<file path="config.mk">
export PLATFORM = sky130hd
export DESIGN_NAME = sons_front
export DESIGN_NICKNAME = d
export VERILOG_FILES = /design/src/sv/sons_pkg.sv /design/src/sv/sons_front.sv
export SDC_FILE = /design/constraint.sdc
export NUM_CORES = 1
export LEC_CHECK = 0
export BUFFER_PORTS_ARGS = -buffer_cell sky130_fd_sc_hd__buf_2
export CORE_MARGIN = 3
export CORE_UTILIZATION = 35
export DETAILED_ROUTE_END_ITERATION = 10
export PLACE_DENSITY = 0.54
export SETUP_SLACK_MARGIN = 0.05
export SLEW_MARGIN = 20
export SYNTH_ARGS = -nofsm -noshare
export SYNTH_HDL_FRONTEND = slang
export SYNTH_SLANG_ARGS = --single-unit
</file>
<file path="constraint.sdc">
create_clock -name i_clk -period 7.6 [get_ports i_clk]
set_input_delay 1.14 -clock i_clk [delete_from_list [all_inputs] [get_ports i_clk]]
set_output_delay 1.14 -clock i_clk [all_outputs]
set_load 0.1 [all_outputs]
</file>
<file path="src/sv/sons_pkg.sv">
// Package for the sparse octree node store: item types, kinds, sizes.
// No dependencies.
package sons_pkg;
    localparam int NodeSlots = 65536;
    localparam int MaxDepth  = 12;
    localparam int NodeW     = 16;
    localparam int CountW    = 17;
    localparam int QDepth    = 2;

    typedef enum logic [2:0] {
        K_CLEAR  = 3'd0,
        K_INS_PT = 3'd1,
        K_INS_PA = 3'd2,
        K_REMOVE = 3'd3,
        K_LOOKUP = 3'd4
    } t_kind;

    typedef struct packed {
        logic [2:0]  kind;
        logic [11:0] coord_x;
        logic [11:0] coord_y;
        logic [11:0] coord_z;
        logic [23:0] model_tag;
        logic [35:0] octet_path;
        logic [15:0] start_node;
    } t_in_item;

    typedef struct packed {
        logic        found;
        logic [23:0] leaf_tag;
        logic [15:0] parent_node;
        logic [3:0]  first_new_level;
        logic [15:0] first_new_parent;
        logic [16:0] used_nodes;
        logic        table_full;
        logic [35:0] walked_path;
    } t_out_item;

    // classified command passed from front to back
    typedef struct packed {
        logic [2:0]  kind;
        logic [35:0] path;
        logic [23:0] tag;
        logic [15:0] start;
        logic [3:0]  depth;
    } t_cmd;

    typedef enum logic [2:0] {
        S_IDLE, S_CHK, S_RD, S_EVAL, S_TAG, S_DONE
    } t_state;
endpackage

</file>
<file path="src/sv/sons_front.sv">
// Front end: accepts items, builds the octet path, queues commands.
// Depends on sons_pkg.
module sons_front (
    input  logic              i_clk,
    input  logic              i_rst_n,
    input  logic              i_valid,
    output logic              o_stall,
    input  sons_pkg::t_in_item i_item,
    input  logic [3:0]        i_depth,
    output logic              o_cmd_valid,
    input  logic              i_cmd_take,
    output sons_pkg::t_cmd    o_cmd
);
    import sons_pkg::*;

    t_cmd       r_q [QDepth];
    logic [0:0] r_wp, r_rp;
    logic [1:0] r_cnt;
    t_cmd       n_cmd;
    logic [3:0] d;
    logic       push;

    always_comb begin
        d = i_depth;
        if (d == 4'd0) d = 4'd1;
        if (d > 4'(MaxDepth)) d = 4'(MaxDepth);
        n_cmd.kind  = i_item.kind;
        n_cmd.tag   = i_item.model_tag;
        n_cmd.start = i_item.start_node;
        n_cmd.depth = d;
        n_cmd.path  = i_item.octet_path;
        if (i_item.kind != K_INS_PA) begin
            // level L uses coordinate bit D-1-L; y and z inverted
            for (int l = 0; l < MaxDepth; l++) begin
                if (l < int'(d)) begin
                    n_cmd.path[3*l]   = i_item.coord_x[4'(int'(d) - 1 - l)];
                    n_cmd.path[3*l+1] = ~i_item.coord_y[4'(int'(d) - 1 - l)];
                    n_cmd.path[3*l+2] = ~i_item.coord_z[4'(int'(d) - 1 - l)];
                end else begin
                    n_cmd.path[3*l +: 3] = 3'd0;
                end
            end
        end
    end

    assign o_stall     = (r_cnt == 2'(QDepth));
    assign push        = i_valid && !o_stall;
    assign o_cmd_valid = (r_cnt != 2'd0);
    assign o_cmd       = r_q[r_rp];

    always_ff @(posedge i_clk) begin
        if (!i_rst_n) begin
            r_wp <= '0; r_rp <= '0; r_cnt <= '0;
        end else begin
            if (push) r_wp <= r_wp + 1'b1;
            if (i_cmd_take) r_rp <= r_rp + 1'b1;
            r_cnt <= r_cnt + 2'(push) - 2'(i_cmd_take);
        end
        if (push) r_q[r_wp] <= n_cmd;
    end
endmodule

</file>
==> results of run 1 <==
==> sequential cells by signal, summed over array words and instances, names as in the netlist, named ones only <==
signal / flops
r_cnt: 2
r_wp: 1
r_rp: 1
r_q: 166
==> synthesized netlist by cell type (6+ instances only) <==
master | number | area share
edfxtp_1 | 166 | 0.57
buf_2 | 6 | 0.0034
nand2b_1 | 7 | 0.0050
mux2i_1 | 38 | 0.043
nor2b_1 | 6 | 0.0043
nor2_1 | 13 | 0.0055
nand2_1 | 40 | 0.017
mux2_2 | 98 | 0.13
xnor2_1 | 10 | 0.0099
and2_1 | 9 | 0.0064
clkbuf_1 | 22 | 0.0094
o211ai_1 | 6 | 0.0051
ha_1 | 11 | 0.016
a22o_1 | 10 | 0.0099
nand3_1 | 16 | 0.0091
o21ai_0 | 18 | 0.010
a21oi_1 | 26 | 0.015
a211oi_1 | 8 | 0.0068
mux4_2 | 24 | 0.061
a32o_1 | 8 | 0.0091
inv_1 | 9 | 0.0038
==> stage by stage <==
stage / cells / area [um^2] / setup WS [ns]
2_1_floorplan: 612 / 8820 / 2.37
3_3_place_gp: 1117 / 10200 / 2.13
3_5_place_dp: 1117 / 10200 / 1.94
4_1_cts: 1149 / 10800 / 2.35
5_1_grt: 1150 / 10800 / 2.02
6_report: 1150 / 10800 / 2.30
==> path summary, 6_finish.rpt <==
check,startpoint,endpoint,slack [ns],depth (start not counted)
worst max-delay path,i_depth[2],r_q[0][73],2.30,10
worst min register to register,r_rp,flip-flop,0.59,2
worst min-delay path,r_rp,flip-flop,0.59,2
worst max register to register,r_cnt[0],r_q[1][69],5.49,3
==> kinds of logic after synthesis <==
group,Yosys count,synth area share
buf+inv,46,0.0213
flops,171,0.576
simple gates,108,0.0597
mux,160,0.230
fa+ha+maj,11,0.0156
compound gates,104,0.0855
xor+xnor,12,0.0119
==> critical path: cells and delay by family <==
kind	cells	cell delay, ns
compound gates	2	1.09
xor+xnor	1	0.78
fa+ha+maj	2	0.78
buf+inv	1	0.15
mux	2	0.81
simple gates	2	0.81
==> where the power goes <==
| group | switching [mW] | total (mW) | internal, mW |
|---|---|---|---|
| registers | 0.0368 | 1.25 | 1.21 |
| clock network | 0.385 | 0.850 | 0.465 |
| logic | 1.04 | 1.35 | 0.304 |
==> layer usage <==
| layer | GRT usage | vias up |
|---|---|---|
| met5 | 0 | - |
| met4 | 0.0423 | 0 |
| met3 | 0.0406 | 15 |
| met2 | 0.278 | 232 |
| met1 | 0.241 | 3043 |
| li1 | - | 2819 |
==> layout make-up <==
| type | instances | area share |
|---|---|---|
| Tap cell | 324 | 0.0376 |
| Clock inverter | 15 | 0.0143 |
| Antenna cell | 1 | 0.000232 |
| Sequential cell | 171 | 0.472 |
| Multi-Input combinational cell | 395 | 0.331 |
| Inverter | 13 | 0.00453 |
| Clock buffer | 17 | 0.0395 |
| Timing Repair Buffer | 214 | 0.101 |
==> results.json, run 1 <==
{
  "grt_pass1_wl_mm": 35.7,
  "finalSetupViolCount": 0,
  "gp_congestion": 0.918,
  "synthDistinctLibCells": 56,
  "synth_nets": 746,
  "drtAntennaViolNets": 0,
  "wl_met3_mm": 1.59,
  "max_stage_delay_ns": 0.92,
  "post-dp-hpwl_mm": 17.6,
  "die_area_um2": 27100,
  "syn2layout_area_growth_pct": 22.2,
  "cts_setup_buffers": 0,
  "io_pins": 208,
  "grt-ovfl-total": 0,
  "cts-root-buf": "clkbuf_16",
  "fp.dieH_um": 165,
  "yosysSeqAreaShare": 0.576,
  "wl_met2_mm": 11.4,
  "worstPathMaxFanout": 24,
  "die-width_um": 165,
  "finish.utilization": 0.440,
  "maxCapViolations": 0,
  "grt_max_degree": 48,
  "cts.clk_slew.worst_paths_ns": 0.07,
  "wl_mm": 23.9,
  "via_per_inst": 5.31,
  "drc": 0,
  "track_usage": 0.174,
  "antenna_found_initial": 1,
  "drv_slew": 0,
  "drive_gt1_frac": 0.464,
  "relSlewSlack": 0.263,
  "fillers": 2285,
  "insertion_delay_ns": 0.41,
  "critPathKind": "in -> reg",
  "htreeDepth": 4,
  "avgRoutedWirePerCell_um": 20.8,
  "netlist_instances": 612,
  "synth_area_um2": 8820,
  "hold_viol": 0,
  "status": "finished, final reports clean",
  "placementRows": 57,
  "ctsResizeCount": 0,
  "hold_ws_ns": 0.586,
  "hold_class": "reg -> reg",
  "fp.coreArea_um2": 24500,
  "tightest_slew_ns": 1.10,
  "final_common_cell": "buf_2",
  "cts_inserted_buffers": 17,
  "ys_seq_elements": 171,
  "io_buffer_count": 207,
  "min_period_ns": 5.30,
  "hold_buffers": 0,
  "firstDrtPassIters": 6,
  "vias": 6109,
  "layout_common_cells": "buf_2 (207), edfxtp_1 (166), mux2_2 (98)",
  "cts_max_path_buffers": 2,
  "cp-end-kind": "flip-flop",
  "cts_tree": "done",
  "start_util": 0.360,
  "drtIter0Drc": 420,
  "yosys_warnings": 0,
  "rsz0062_at_grt": "no",
  "path_cells": "buf_2 -> ha_1 -> nand2b_1 -> ha_1 -> and2_1 -> a221oi_4 -> xor2_1 -> mux4_2 -> mux2i_1 -> a22o_1",
  "syn_area_per_cell_um2": 14.4,
  "multi_input_area_um2": 3570,
  "p_total_mw": 3.44,
  "critical_path_arrival_ns": 5.57,
  "total_leakage_power_nw": 4.12,
  "register_area_um2": 5090,
  "cp-start-kind": "primary input",
  "crit_slowest_cell": "a221oi_4",
  "power_density_nw_per_um2": 319,
  "m1WireLength_mm": 10.6,
  "finClkSkew_ns": 0.0128,
  "post-route-period-util": 0.698,
  "clkSinkCount": 171,
  "ir_drop_v": 0.000176,
  "synth_edf_count": 166,
  "grt_pass1_vias": 6157,
  "synthArstFlopShare": 0,
  "ys.flop_type": "edfxtp_1",
  "cp_common_cell": "ha_1",
  "fmax_ghz": 0.189,
  "finalSetupTns_ns": 0,
  "worstPathRequired_ns": 7.87,
  "top_layer": "met4",
  "nNetsFinal": 946
}
Power figures use the tool's default switching activity.
==> run 2: changes to the inputs <==
Settings changed: PLACE_DENSITY 0.54 to 0.56.
Clock period 7.6 ns to 4.7 ns, I/O delays scaled along.
==> run 2 against run 1 <==
  * Critical path type unchanged
  * Clock power is 62% higher
  * Design area is 0.53% higher
  * Sequential share of layout area is 0.25 points lower
  * Via count is 1.6% lower
  * Global-route usage is 0.32 points lower
  * Total power is 62% higher
  * Utilization is 0.23 points higher
  * Die area stayed put
==> results.json, run 2 (synthesis gave the netlist of run 1 again) <==
{
  "design_area_um2": 10800,
  "cts_tree": "done",
  "ff2ff_path_depth": 3,
  "io_pins": 208,
  "drc": 0,
  "die_area_um2": 27100,
  "regMostFlops": "r_q",
  "finish.utilization": 0.442,
  "die-width_um": 165,
  "fin_ws_ns": 0.835,
  "ff2ff_setup_slack_ns": 2.58,
  "worstPathRequired_ns": 4.94,
  "cp-end-kind": "flip-flop",
  "hold_buffers": 0,
  "cts_max_path_buffers": 2,
  "worstPathMaxFanout": 11,
  "grt_pass1_wl_mm": 34.9,
  "post-dp-hpwl_mm": 17.2,
  "fmax_ghz": 0.259,
  "wl_mm": 23.4,
  "grt_pass1_vias": 6017,
  "post-route-period-util": 0.822,
  "fillers": 2304,
  "hold_depth": 1,
  "cts_inserted_buffers": 17,
  "r2r-start": "r_cnt[0]",
  "nNetsFinal": 953,
  "hold_path_end": "r_q[1][31]",
  "drtIter0Drc": 405,
  "avgRoutedWirePerCell_um": 20.3,
  "total_leakage_power_nw": 4.15,
  "cp-startpoint": "i_depth[2]",
  "track_usage": 0.171,
  "min_period_ns": 3.87,
  "layout_common_cells": "buf_2 (207), edfxtp_1 (166), mux2_2 (98)",
  "htreeDepth": 4,
  "vias": 6013,
  "fp.dieH_um": 165,
  "critical_path_arrival_ns": 4.11,
  "fp.coreArea_um2": 24500,
  "antenna_found_initial": 2,
  "io_buffer_count": 207,
  "insertion_delay_ns": 0.42,
  "syn2layout_area_growth_pct": 22.9,
  "hold_viol": 0,
  "maxCapViolations": 0,
  "start_util": 0.360,
  "critPathKind": "in -> reg",
  "gp_congestion": 0.861,
  "hold_start": "i_item[63]",
  "placementRows": 57,
  "rsz0062_at_grt": "no",
  "cts.clk_slew.worst_paths_ns": 0.07,
  "r2r_end": "r_q[1][69]",
  "power_density_nw_per_um2": 515,
  "place_ws_ns": 0.426,
  "drv_slew": 0,
  "p_total_mw": 5.58,
  "finClkSkew_ns": 0.00881,
  "finalSetupViolCount": 0,
  "cp-start-kind": "primary input",
  "cts-root-buf": "clkbuf_16",
  "drtAntennaViolNets": 0,
  "antennaDiodeCount": 0,
  "hold_ws_ns": 0.471,
  "top_regs": "r_q: 166 flops, r_cnt: 2 flops",
  "via_per_inst": 5.20,
  "finalSetupTns_ns": 0,
  "dp.cells": 1124,
  "drive_gt1_frac": 0.469,
  "ctsResizeCount": 0,
  "grt_max_degree": 69,
  "fin_cells": 1156,
  "status": "finished, final reports clean",
  "largest_register_ffs": 166,
  "tightest_slew_ns": 1.00,
  "place_area_um2": 10300,
  "relSlewSlack": 0.332,
  "ir_drop_v": 0.000249,
  "cts_setup_buffers": 0,
  "grt-ovfl-total": 0,
  "firstDrtPassIters": 4,
  "final_common_cell": "buf_2",
  "clkSinkCount": 171,
  "hold_class": "in -> reg"
}
==> run 2: critical path, stage by stage <==
cell      delay, ns
buf_2          0.15
inv_1          0.14
ha_1           0.37
nor2b_1        0.35
o21bai_4       0.08
ha_1           0.25
and2_1         0.19
a221oi_4       0.41
inv_2          0.20
ha_1           0.41
inv_1          0.21
a21oi_1        0.07
o21ai_0        0.18
o211ai_1       0.12
a41oi_1        0.26
==> run 2: metal layers <==
layer,track usage,share of wire,vias up
met5,0,0.0013,-
met4,0.0377,0.0073,4
met3,0.0421,0.070,18
met2,0.277,0.47,217
met1,0.233,0.45,2942
li1,-,-,2832
==> run 2: layout make-up <==
type                    count  area [um^2]  area share
well taps                 324          405      0.0374
flip-flops and latches    171         5090       0.469
multi-input cells         395         3580       0.330
repair buffers            221         1140       0.105
clock inverters            15          154      0.0142
clock buffers              17          425      0.0392
inverters                  13         48.8     0.00450
==> run 2: how the worst max path moves through the flow <==
| stage | slack, ns | depth (start not counted) | end |
|---|---|---|---|
| final | 0.83 | 15 | r_q[0][64] |
| after CTS | 0.86 | 15 | r_q[0][64] |
| after floorplan | 0.70 | 17 | r_q[0][64] |
| after global placement | 0.54 | 14 | r_q[0][59] |
| after detailed placement | 0.43 | 15 | r_q[0][64] |
| after global routing | 0.56 | 15 | r_q[1][63] |
==> run 2: power by group <==
| part | switching, mW | leakage (nW) | total [mW] | internal [mW] |
|---|---|---|---|---|
| combinational | 1.69 | 2.27 | 2.19 | 0.500 |
| clock | 0.628 | 0.280 | 1.38 | 0.751 |
| sequential | 0.0575 | 1.60 | 2.02 | 1.96 |
